**src/rtl/core/tlrb_pkg.sv**
```systemverilog
// ============================================================================
// Tagged log record ring buffer - shared package
// Types, codes and helpers shared by the front, back and top of the logger.
// ============================================================================
package tlrb_pkg;

    // Ring and id space sizes
    localparam int RING_DEPTH = 8192;
    localparam int ID_COUNT   = 1024;
    localparam int ADDR_W     = $clog2(RING_DEPTH);
    localparam int CNT_W      = $clog2(RING_DEPTH + 1);
    localparam int FILL_W     = 14;
    localparam int MAP_DEPTH  = 128;
    localparam int MAP_AW     = $clog2(MAP_DEPTH);

    // Item commands
    typedef enum logic [2:0] {
        CMD_OPEN  = 3'd0,
        CMD_CLOSE = 3'd1,
        CMD_ENW   = 3'd2,
        CMD_BYTE  = 3'd3,
        CMD_HALF  = 3'd4,
        CMD_WORD  = 3'd5,
        CMD_TIME  = 3'd6,
        CMD_POP   = 3'd7
    } t_cmd;

    // Record size class
    typedef enum logic [1:0] {
        KIND_BYTE = 2'd0,
        KIND_HALF = 2'd1,
        KIND_WORD = 2'd2
    } t_kind;

    // Configuration register indexes
    typedef enum logic [1:0] {
        CFG_DELTA_ID  = 2'd0,
        CFG_MARKER_ID = 2'd1,
        CFG_ALWAYS_ID = 2'd2,
        CFG_BYTE_LIM  = 2'd3
    } t_cfg_idx;

    typedef struct packed {
        logic [4:0] delta_id;
        logic [4:0] marker_id;
        logic [9:0] always_id;
        logic [5:0] byte_limit;
    } t_cfg;

    // Classified item handed from front to back
    typedef struct packed {
        t_cmd        cmd;
        t_kind       kind;
        logic [9:0]  id;
        logic [31:0] payload;
        logic [31:0] ts;
        logic [6:0]  eidx;
        logic [7:0]  ebits;
        logic        eclr;
    } t_item;

    typedef struct packed {
        logic              acc;
        logic              pv;
        logic [15:0]       pw;
        logic [FILL_W-1:0] fill;
        logic              drop;
    } t_result;

    // Store words high byte first
    function automatic logic [15:0] swap16(input logic [15:0] w);
        return {w[7:0], w[15:8]};
    endfunction

endpackage

```
**src/rtl/core/tlrb_front.sv**
```systemverilog
// ============================================================================
// Tagged log record ring buffer - front
// Accepts items, classifies the record size and holds them in a one-entry
// queue until the back takes them.
// ============================================================================
module tlrb_front import tlrb_pkg::*; (
    input  logic        i_clk,
    input  logic        i_rst_n,
    input  logic        push,
    output logic        full,
    input  logic [2:0]  i_cmd,
    input  logic [9:0]  i_record_id,
    input  logic [31:0] i_payload,
    input  logic [31:0] i_timestamp,
    input  logic [6:0]  i_enable_index,
    input  logic [7:0]  i_enable_bits,
    input  logic        i_clear_map_first,
    input  logic        i_take,
    output logic        o_item_valid,
    output t_item       o_item
);

    logic  r_q_valid;
    t_item r_q;
    t_kind kind;
    logic  accept;

    assign accept       = push && !r_q_valid;
    assign full         = r_q_valid;
    assign o_item_valid = r_q_valid;
    assign o_item       = r_q;

    // Classify record size
    always_comb begin
        unique case (t_cmd'(i_cmd))
            CMD_HALF: kind = KIND_HALF;
            CMD_WORD: kind = KIND_WORD;
            default:  kind = KIND_BYTE;
        endcase
    end

    // Queue occupancy
    always_ff @(posedge i_clk) begin
        if (!i_rst_n) begin
            r_q_valid <= 1'b0;
        end else if (accept) begin
            r_q_valid <= 1'b1;
        end else if (i_take) begin
            r_q_valid <= 1'b0;
        end
    end

    // Hold the item payload
    always_ff @(posedge i_clk) begin
        if (accept) begin
            r_q.cmd     <= t_cmd'(i_cmd);
            r_q.kind    <= kind;
            r_q.id      <= i_record_id;
            r_q.payload <= i_payload;
            r_q.ts      <= i_timestamp;
            r_q.eidx    <= i_enable_index;
            r_q.ebits   <= i_enable_bits;
            r_q.eclr    <= i_clear_map_first;
        end
    end

endmodule

```
**config.mk**
```make
export PLATFORM = sky130hd
export DESIGN_NAME = tlrb_front
export DESIGN_NICKNAME = d
export VERILOG_FILES = /design/src/rtl/core/tlrb_pkg.sv /design/src/rtl/core/tlrb_front.sv
export SDC_FILE = /design/constraint.sdc
export NUM_CORES = 1
export LEC_CHECK = 0
export ABC_AREA = 0
export ABC_CLOCK_PERIOD_IN_PS = 6500
export BUFFER_PORTS_ARGS = -buffer_cell sky130_fd_sc_hd__buf_2
export CAP_MARGIN = 0
export CORE_MARGIN = 3
export CORE_UTILIZATION = 40
export DETAILED_ROUTE_END_ITERATION = 12
export PLACE_DENSITY_LB_ADDON = 0.12
export RECOVER_POWER = 50
export SETUP_SLACK_MARGIN = 0.15
export SLEW_MARGIN = 5
export SYNTH_ARGS = -nofsm -noshare
export SYNTH_HDL_FRONTEND = slang
export SYNTH_SLANG_ARGS = --single-unit
```
**constraint.sdc**
```tcl
create_clock -name i_clk -period 6.5 [get_ports i_clk]
set_clock_uncertainty 0.05 [all_clocks]
set_input_delay 0.65 -clock i_clk [delete_from_list [all_inputs] [get_ports i_clk]]
set_output_delay 0.65 -clock i_clk [all_outputs]
set_load 0.05 [all_outputs]
```
==> Word level (Yosys, flattened, before mapping) <==
Index checks and enable logic that the tools add are counted.
{ "totals": {"register_bits": 96, "input_bits": 97, "out_inout_bits": 97, "word_cells": 17} }
{ "classes": {"n_eq_ne": 2, "muxes": 3, "reduce_logical": 3} }
{ "op_table": {"columns": ["cell", "n"], "rows": [
  ["== test 3 bit (second input constant)", 2],
  ["case mux 2 bit (2 select lines)", 1],
  ["2-to-1 mux 1 bit", 2],
  ["nonzero test 2 bit", 1],
  ["logical AND 1 bit", 1],
  ["logical NOT 1 bit", 1]
]} }

==> Longest topological paths before layout <==
Gate-level depths: netlist of the first run.
{ "logic_depth": {"ltp_word": 3, "depth_mapped": 2} }

==> Least setup slack after synthesis of the first run <==
OpenSTA, ideal clock, no wires.
{ "synth_path": {"path_kind": "input-to-reg", "start": "in push", "end": "reg r_q, in the netlist o_item[0], enable pin", "setup_ps": 559, "arrival_time_ps": 4789, "t_required_ps": 5891, "path_slack_ps": 1103, "path_stages": 1, "path_buffers": 0, "path_cell_list": "nor2b_1"} }
{ "synth_via": {"elab_chain_len": 1} }
{ "synth_lines": {"columns": ["item", "line_no", "rtl"], "rows": [
  ["from (decl)", "tlrb_front.sv:9", "input logic push,"],
  ["logical AND 1 bit", "tlrb_front.sv:28", "assign accept = push && !r_q_valid;"],
  ["to (decl)", "tlrb_front.sv:24", "t_item r_q;"]
]} }
Every way passes these cells.
A chain may end at the register's enable or synchronous reset.

==> Worst setup path after layout of the first run <==
{ "layout_path": {"start": "in push", "end": "reg r_q, in the netlist o_item[1], enable pin"} }
{ "layout_via": {"elab_chain_len": 1} }
{ "layout_lines": {"columns": ["item", "line_no", "rtl"], "rows": [
  ["logical AND 1 bit", "tlrb_front.sv:28", null],
  ["named net accept", "tlrb_front.sv:26", "logic accept;"]
]} }
The timed path passes the listed nets, and every way through them passes these cells.

==> metrics.md, run 1 <==
| Metric | Value |
|---|---|
| Outcome | finished clean |
| R2r worst-path depth | 2 |
| Met3 Resource Use GR | 0.0638 |
| Seq cells post-synth | between 90 and 100 |
| Synthesized net count | ~200 |
| Syn Inst Count | roughly 100 |
| Post-Route Setup TNS | 0 ns |
| Critical Path Start | push |
| CTS tree | done |
| Final Power | between 1000 and 1500 uW |
| GR Layer Usage met1 | 0.157 |
| Std cell rows | 30 |
| Total CTS buffers | 9 |
| Worst EP arrival | about 2.3 ns |
| Setup-failing EPs final | 0 |
| Met2 GRT Util | 0.259 |
| Max Slew Vio Count | 0 |
| Setup ws final | 4.10 ns |
| Worst-Skew Late Latency | between 0.3 and 0.4 ns |
| Vias per cell | approximately 4.3 |
| Routability Congestion | between 0.6 and 0.7 |
| Vias in the first global route | between 1.5k and 2k |
| WP buf/inv | 2 |
| Slew HR | 0.291 |
| Place WS | 3.67 ns |
| GR peak layer | met2 |
| # DRC | 0 |
| Fillcell total | 563 |
| Ports | 194 |
| Ratio of cells with drive above 1 in the final layout | 0.511 |
| Most frequent cells in the layout | 141 x buf_2, 95 x edfxtp_1, 52 x clkbuf_1, 9 x clkbuf_8 |
| Core area | between 6000 and 7000 um2 |
| Post-CTS sizing | 0 |
| Initial antenna violation count | 0 |
| Critical R2R Launch | full |
| H-tree depth | 3 |
| Hold Buf Count CTS | 0 |
| Depth of the worst hold-timing path | 1 |
| Initial Util | 0.420 |
| RSZ-0062 raised after global routing | false |
| Final period utilization | 0.370 |
| # diodes | 0 |
| Detailed-route via count | 1745 |
| Max Freq | about 420 MHz |
| I/O Buffers | around 190 |
| Final Critical Period | about 2.4 ns |
| Total wire length | approximately 6400 um |
| ANT nets after route | 0 |
| Worst-path clk slew | about 0.09 ns |
| Sequential fraction of the synthesis area | 0.985 |
| Die Ht | between 90 and 100 um |
| First-pass GRT wire length | ~9300 um |
| WP depth | 3 |
| Synth Warn # | 0 |
| Post-Syn Area per Cell | between 20 and 30 um2 |
| Longest Clk Path Bufs | 2 |
| Commonest non-fill, non-tap cell in the layout | buf_2 |
| Die Wd | 91.4 um |
| Post-Syn Area | just under 3000 um2 |
| Crit Path Max Fanout | 56 |
| Initial DRT Pass Iterations | 4 |
| Synth-to-layout area growth | 42.8% |
| P per Cell Area | approximately 330 nW/um2 |
| Max Cap Viol | 0 |
| Crit-path slowest cell | nor2b_4 |
| Hold path start | i_record_id[5] |
| Crit-path max cell delay | 0.85 ns |
| Worst-path cell chain | buf_2, nor2b_4, buf_4 |
| CTS Sinks | 96 |
| CP delay by family, top | simple AND/OR/NAND/NOR gates |
| Overflow after GRT | 0 |
| Post CTS Setup Buffer Count | 0 |
| Hold/Removal Path Class | input port to register |
| Final Hold Violating Endpoints | 0 |
| Clock Root Buffer | clkbuf_8 |
| Critical Path Start Type | input port |
| Worst Tran Pin Value | between 1 and 1.5 ns |
| Iter 0 DRT Violations | 54 |
| Total track usage | 0.152 |
| Worst setup EP type | register |
| Largest net degree at the start of global routing | 57 |
| Yosys cell types | 8 |
| Min Hold Slack | 0.421 ns |
| Fin nets | between 400 and 500 |
| Req. time, crit path | around 6.4 ns |
| Leakage Power | 0.00168 uW |
| WS Path Type | input port to register |
| Worst IR Drop VDD | 0.000122 V |
| Avg WL per Cell | about 16 um |
| DIE AREA | 8350 um2 |
area by class of cell:
type | count | area (um2) | area share
Tap cell | 96 | 120 | 0.0288
Clock inverter | 7 | 95.1 | 0.0228
Multi-Input combinational cell | 5 | 43.8 | 0.0105
Sequential cell | 96 | 2870 | 0.690
Clock buffer | 9 | 124 | 0.0297
Timing Repair Buffer | 194 | 908 | 0.218
kinds of logic (layout without fill, tap and decap cells):
logic type / Yosys count / after routing / share of synthesized area
compound gates: 1 / 1 / 0.00343
buf+inv: 1 / 210 / 0.00257
simple gates: 4 / 4 / 0.00901
flops: 96 / 96 / 0.985
cell usage after synthesis:
| cell type | number | share of area |
|---|---|---|
| nor2b_1 | 1 | 0.0021 |
| edfxtp_1 | 95 | 0.98 |
| nand2_1 | 1 | 0.0013 |
| nor3b_1 | 1 | 0.0026 |
| buf_4 | 1 | 0.0026 |
| dfxtp_1 | 1 | 0.0069 |
| o211a_1 | 1 | 0.0034 |
| and3b_1 | 1 | 0.0030 |
per-stage QoR:
stage / std cells / cell area [um2] / util
2_1_floorplan: 102 / 2920 / -
3_3_place_gp: 391 / 4010 / 0.577
3_5_place_dp: 391 / 4010 / 0.577
4_1_cts: 407 / 4230 / 0.609
5_1_grt: 407 / 4160 / 0.600
6_report: 407 / 4160 / 0.600
state kept, by name (all words and copies together), names as in the netlist:
signal,cells
full,1
o_item,95
metal layers:
layer | part of all wire | wire length (um)
met5 | 0 | 0
met4 | 0.025 | 158
met3 | 0.10 | 668
met2 | 0.53 | 3360
met1 | 0.35 | 2210
path summary, 6_finish.rpt:
| check | to | slack [ns] |
|---|---|---|
| setup / recovery | o_item[1] | 4.10 |
| hold / removal | o_item[85] | 0.42 |
| setup reg to reg | o_item[1] | 4.13 |
| hold reg to reg | full | 0.55 |
power by group:
part	internal, uW	leakage, uW	switching [uW]
logic	39.7	0.000650	164
clock network	217	0.000110	199
registers	725	0.000918	8.74
total	982	0.00168	372
Power figures use the tool's default switching activity.
==> inputs of run 2 (changes only) <==
Settings changed: ABC_AREA 0 to 1, ABC_CLOCK_PERIOD_IN_PS 6500 to 2100, CORE_UTILIZATION 40 to 37.
Clock period 6.5 ns to 2.1 ns, I/O delays scaled along.
==> metrics.md, run 2 <==
| Metric | Value |
|---|---|
| Critical Path Start Type | register |
| Sequential fraction of the synthesis area | 0.977 (-0.00796) |
| Synth Warn # | 0 (unchanged) |
| Avg WL per Cell | 15.0 um (-4.7%) |
| Post-synth ARST share | 0 (unchanged) |
| WS Path Type | register to register |
| Vias per cell | 4.15 (-3.2%) |
| Slew HR | 0.565 (+0.273) |
| Post-Route Setup TNS | 0 ns (unchanged) |
| EDFF count, synth | 95 (unchanged) |
| # DRC | 0 (unchanged) |
| Synth area leader | edfxtp_1 |
| ANT nets after route | 0 (unchanged) |
| Setup-failing EPs final | 0 (unchanged) |
| Std cell rows | 31 (+3.3%) |
| Yosys cell types | 9 (+1) |
| Initial antenna violation count | 0 (unchanged) |
| Min Hold Slack | 0.0314 ns (-0.390 ns) |
| Synth top area cells | edfxtp_1 97%, dfxtp_1 0.68%, inv_1 0.64% |
| Crit Path Max Fanout | 44 (-21%) |
| Final Hold Violating Endpoints | 0 (unchanged) |
| Fillcell total | 553 (-1.8%) |
| Vias in the first global route | 2250 (+25%) |
| Sequential standard cell area | 2870 um2 (unchanged) |
| Worst EP arrival | 1.58 ns (-0.76 ns) |
| P per Cell Area | 807 nW/um2 (+150%) |
| Max Freq | 647 MHz |
| Die Wd | 95.1 um (+4.1%) |
| Fin nets | 500 (+24%) |
| Commonest non-fill, non-tap cell in the layout | buf_2 |
| Hold Buf Count CTS | 90 (+90) |
| Post-Syn Area per Cell | 27.5 um2 (-3.9%) |
| Longest Clk Path Bufs | 2 (unchanged) |
| CTS tree | done |
| Total wire length | 7610 um (+19%) |
| Iter 0 DRT Violations | 78 (+44%) |
| Worst-path clk slew | 0.09 ns (about the same) |
| Worst IR Drop VDD | 0.000473 V (+290%) |
| Clock Root Buffer | clkbuf_8 |
| Initial DRT Pass Iterations | 4 (unchanged) |
| Synth-to-layout area growth | 72.6% |
| Synthesized net count | 204 (+2.5%) |
| Detailed-route via count | 2109 (+21%) |
| Syn Inst Count | 107 (+4.9%) |
| RSZ-0062 raised after global routing | false |
| Post-synth top flop | edfxtp_1 |
| Post-CTS sizing | 0 (unchanged) |
| Most common cell in the netlist | edfxtp_1 |
| Largest net degree at the start of global routing | 45 (-21%) |
| Post-Syn Area | 2940 um2 (+0.82%) |
| Total CTS buffers | 9 (unchanged) |
| Leakage Power | 0.00204 uW (+22%) |
| Top cells by count, synth | 95 x edfxtp_1, 5 x inv_1 |
| Final Power | 4100 uW (+200%) |
| Req. time, crit path | 2.13 ns (-4.30 ns) |
| DIE AREA | 9050 um2 (+8.4%) |
| Max Cap Viol | 0 (unchanged) |
| H-tree depth | 3 (unchanged) |
| Initial Util | 0.393 (-0.0272) |
| Post CTS Setup Buffer Count | 0 (unchanged) |
| Hold/Removal Path Class | input port to register |
| Total track usage | 0.164 (+0.0117) |
| Most frequent cells in the layout | 141 x buf_2, 95 x edfxtp_1, 91 x dlygate4sd3_1, 52 x clkbuf_1, 9 x clkbuf_8 |
| DPL Wire Length | 4820 um |
| Ports | 194 (unchanged) |
| Die Ht | 95.1 um (+4.1%) |
| Overflow after GRT | 0 (unchanged) |
| Final Critical Period | about 1.5 ns |
| Routability Congestion | 0.766 (+14%) |
| Worst setup EP type | register |
| Final period utilization | 0.736 |
| Outcome | finished clean |
| Seq cells post-synth | 96 (unchanged) |
| Ratio of cells with drive above 1 in the final layout | 0.395 (-0.117) |
| I/O Buffers | 193 (unchanged) |
| Worst-Skew Late Latency | 0.34 ns (about the same) |
| Share of the synthesized area in the top cell type | 0.970 (-0.00791) |
| Core area | 7490 um2 (+7.8%) |
| Largest register FFs | 95 (unchanged) |
| Worst Tran Pin Value | 0.656 ns (-0.405 ns) |
| Multi-input gate area | 31.3 um2 (-29%) |
| Max Slew Vio Count | 0 (unchanged) |
| CTS Sinks | 96 (unchanged) |
| First-pass GRT wire length | 10900 um (+17%) |
[run 2: changes by cell type after synthesis]
cell | before | now
and3b_1 | 1 | 0
nor2b_1 | 1 | 0
nor3b_2 | 0 | 1
nand2_2 | 0 | 1
inv_1 | 0 | 5
nor3b_1 | 1 | 0
o211a_1 | 1 | 0
a21oi_2 | 0 | 1
nor3_2 | 0 | 1
[run 2: cell families after synthesis]
group	Yosys count	share of synthesized area
flip-flops	96	0.977
AO/OA/AOI/OAI	1	0.00298
AND/OR/NAND/NOR	4	0.0111
buffers and inverters	6	0.00894
[run 2: path summary, 6_finish.rpt]
path | start | to | slack [ns] | cells past startpoint
max | full | o_item[37] | 0.55 | 4
min | i_rst_n | full | 0.03 | 3
max reg2reg | full | o_item[37] | 0.55 | 4
min reg2reg | full | full | 0.48 | 2
[run 2: stage by stage]
step           area [um2]  utilization  setup slack (ns)  cells
2_1_floorplan        2950            -            -0.301    107
3_3_place_gp         4070        0.544             0.631    400
3_5_place_dp         4070        0.544             0.619    400
4_1_cts              5140        0.687             0.584    506
5_1_grt              5070        0.678             0.442    507
6_report             5080        0.678             0.554    508
[run 2: area by class of cell]
class / instances / area share
multi-input combinational: 5 / 0.00616
inverter: 5 / 0.00444
antenna: 1 / 0.000493
sequential: 96 / 0.566
clock inverter: 7 / 0.00937
clock buffer: 9 / 0.0244
tap: 99 / 0.0244
timing repair buffer: 286 / 0.365
[run 2: power by group]
| group | leakage, uW | internal, uW | switching [uW] |
|---|---|---|---|
| combinational | 0.00104 | 242 | 543 |
| sequential | 0.000922 | 2240 | 29.4 |
| clock | 0.0000769 | 428 | 609 |
[run 2: critical path, stage by stage, from the launching register on]
cell and delay (ns):
dfxtp_1 0.40, inv_2 0.05, nand2_2 0.10, clkinvlp_4 0.35, buf_12 0.33
[run 2: per-layer routing]
metal	share of wire	up-vias	wire length, um	global-route usage
met3	0.10	14	787	0.0608
met1	0.35	960	2670	0.171
met5	0	-	0	0
met4	0.019	0	144	0.0685
li1	-	1011	-	-
met2	0.53	124	4010	0.296
==> inputs of run 3 (changes only) <==
Settings changed: ABC_CLOCK_PERIOD_IN_PS 2100 to 1300.
Clock period 2.1 ns to 1.3 ns, I/O delays scaled along.
==> metrics.md, run 3 (synthesis results as in run 2) <==
| Metric | Value |
|---|---|
| Critical Path Start Type | register |
| Max Freq | 808 MHz (+25%) |
| P_sw | 1910 uW (+62%) |
| Avg WL per Cell | 16.8 um (+12%) |
| Largest net degree at the start of global routing | 53 (+18%) |
| Worst-path clk slew | 0.08 ns (about the same) |
| First-pass GRT wire length | 11000 um (+0.63%) |
| Part of the power in combinational logic | 0.203 (+0.011) |
| ANT nets after route | 0 (unchanged) |
| Largest register FFs | 95 (unchanged) |
| Max Cap Viol | 0 (unchanged) |
| Req. time, crit path | 1.27 ns (-0.86 ns) |
| Final instance area | 5600 um2 (+10%) |
| CTS Sinks | 96 (unchanged) |
| # diodes | 0 (-1) |
| CP delay by family, top | buffers and inverters |
| Final Hold Violating Endpoints | 0 (unchanged) |
| Leakage Power | 0.00239 uW (+17%) |
| Max Slew Vio Count | 0 (unchanged) |
| Clock Root Buffer | clkbuf_8 |
| Critical Path Start | full |
| Commonest non-fill, non-tap cell in the layout | buf_2 |
| Core area | 7490 um2 (unchanged) |
| CTS tree | done |
| Ratio of cells with drive above 1 in the final layout | 0.511 (+0.116) |
| Total CTS buffers | 9 (unchanged) |
| Crit Path Max Fanout | 13 (-70%) |
| Worst IR Drop VDD | 0.000827 V (+75%) |
| Worst EP arrival | 1.21 ns (-0.37 ns) |
| RR Endpoint | o_item[65] |
| Longest Clk Path Bufs | 2 (unchanged) |
| Switching part of the total | 0.259 (-0.0290) |
| Worst-path cell chain | inv_2, nand2_4, clkinvlp_4, buf_2 |
| Crit-path slowest cell | dfxtp_1 |
| Critical R2R Launch | full |
| Clock share of power | 0.298 (+0.045) |
| Total wire length | 8820 um (+16%) |
| Worst setup EP type | register |
| Crit-path max cell delay | 0.33 ns (-0.07 ns) |
| WP depth | 4 (unchanged) |
| Iter 0 DRT Violations | 76 (-2.6%) |
| Initial Util | 0.393 (unchanged) |
| Detailed-route via count | 2226 (+5.5%) |
| R2r worst-path depth | 4 (unchanged) |
| Ports | 194 (unchanged) |
| Flop-to-flop setup slack | 0.06 ns (-0.49 ns) |
| WS Path Type | register to register |
| DIE AREA | 9050 um2 (unchanged) |
| Sequential share of power | 0.499 (-0.056) |
| P per Cell Area | 1320 nW/um2 (+63%) |
| Most frequent cells in the layout | 121 x buf_2, 95 x dlygate4sd3_1, 95 x edfxtp_1, 35 x clkbuf_2, 19 x buf_4 |
| Routability Congestion | 0.694 (-9.4%) |
| Fin nets | 518 (+3.6%) |
| Final Critical Period | 1.24 ns (-0.308 ns) |
| Fillcell total | 462 (-16%) |
| Setup-failing EPs final | 0 (unchanged) |
| Crit path capture | o_item[65] |
| Sequential standard cell area | 2870 um2 (unchanged) |
| RSZ-0062 raised after global routing | true |
| Initial DRT Pass Iterations | 4 (unchanged) |
| Hold/Removal Path Class | input port to register |
| Post-Route Setup TNS | 0 ns (unchanged) |
| H-tree depth | 3 (unchanged) |
| Die Wd | 95.1 um (unchanged) |
| Worst-Skew Late Latency | 0.34 ns (about the same) |
| Vias per cell | 4.25 (+2.3%) |
| DPL Wire Length | 4830 um (+0.28%) |
| Synth-to-layout area growth | 90.6% |
| Hold Buf Count CTS | 95 (+5.6%) |
| Slew HR | 0.798 (+0.233) |
| WP buf/inv | 3 (unchanged) |
| # DRC | 0 (unchanged) |
| Final period utilization | 0.952 (+0.216) |
| Overflow after GRT | 0 (unchanged) |
| Vias in the first global route | 2265 (+0.67%) |
| Cell Area, Placed | 4070 um2 (unchanged) |
| Std cell rows | 31 (unchanged) |
| Total track usage | 0.167 (+0.00310) |
| I/O Buffers | 193 (unchanged) |
| Die Ht | 95.1 um (unchanged) |
| Internal power | 5460 uW (+87%) |
| Multi-input gate area | 32.5 um2 (+4.0%) |
| Initial antenna violation count | 0 (unchanged) |
| Outcome | finished clean |
| Worst Tran Pin Value | 0.303 ns (-0.353 ns) |
==> run 3: changes by cell type in the layout (fill, tap and decap cells not counted), moves of 3 or more <==
cell / before / now
buf_6: 0 / 11
buf_2: 141 / 121
clkbuf_1: 52 / 9
bufinv_16: 0 / 3
clkinvlp_4: 4 / 1
clkbuf_16: 0 / 7
clkbuf_4: 0 / 4
buf_4: 0 / 19
dlygate4sd3_1: 91 / 95
clkbuf_2: 0 / 35
==> run 3: tightest hold or removal path, delay by kind of cell <==
| family | cells | cell delay, ns |
|---|---|---|
| and+or+nand+nor | 1 | 0.08 |
| AOI/OAI and AO/OA | 1 | 0.06 |
| buffers and inverters | 1 | 0.12 |
==> run 3: metrics by stage <==
| step | util | power [uW] | hold slack [ns] | setup slack (ns) | std cells |
|---|---|---|---|---|---|
| 2_1_floorplan | - | 4480 | 0.179 | -1.10 | 107 |
| 3_3_place_gp | 0.544 | 4820 | 0.256 | 0.0813 | 400 |
| 3_5_place_dp | 0.544 | 4820 | 0.258 | 0.0711 | 400 |
| 4_1_cts | 0.705 | 7230 | 0.00387 | 0.0512 | 510 |
| 5_1_grt | 0.749 | 7630 | 0.0204 | 0.00727 | 524 |
| 6_report | 0.749 | 7370 | 0.0347 | 0.0618 | 524 |
==> run 3: metal layers <==
metal / wire (um) / global-route usage / up-vias
met4: 117 / 0.0757 / 0
met3: 804 / 0.0624 / 10
li1: - / - / 1048
met5: 0 / 0 / -
met2: 4990 / 0.313 / 118
met1: 2910 / 0.161 / 1050
==> run 3: worst min path at each step <==
stage	from	end	slack, ns	depth (start not counted)
global route	push	full	0.02	3
finish	push	full	0.03	3
global placement	i_enable_bits[3]	o_item[4]	0.26	1
floorplan	i_clear_map_first	o_item[0]	0.18	0
CTS	push	full	0.004	3
detailed placement	i_payload[4]	o_item[52]	0.26	1
==> run 3: cell type report <==
type | instances | area share
Multi-Input combinational cell | 5 | 0.00580
Clock buffer | 11 | 0.0234
Clock inverter | 4 | 0.0167
Sequential cell | 96 | 0.513
Inverter | 5 | 0.00402
Timing Repair Buffer | 304 | 0.415
Tap cell | 99 | 0.0221
==> run 3: timing repair <==
item                                    in CTS  in global routing
resized for setup                           11                105
cloned                                       0                 12
endpoints found under the setup margin     105                144
endpoints found under the hold margin       94                  1
pin swaps                                    0                  1
setup buffers                                0                  2
==> run 3: power by group through the flow <==
stage,registers (uW),logic [uW],clock network [uW]
6_report,3680,1490,2200
5_1_grt,3690,1560,2380
4_1_cts,3670,1320,2240
3_5_place_dp,3740,1080,0
3_3_place_gp,3740,1080,0
2_1_floorplan,4400,83.1,0
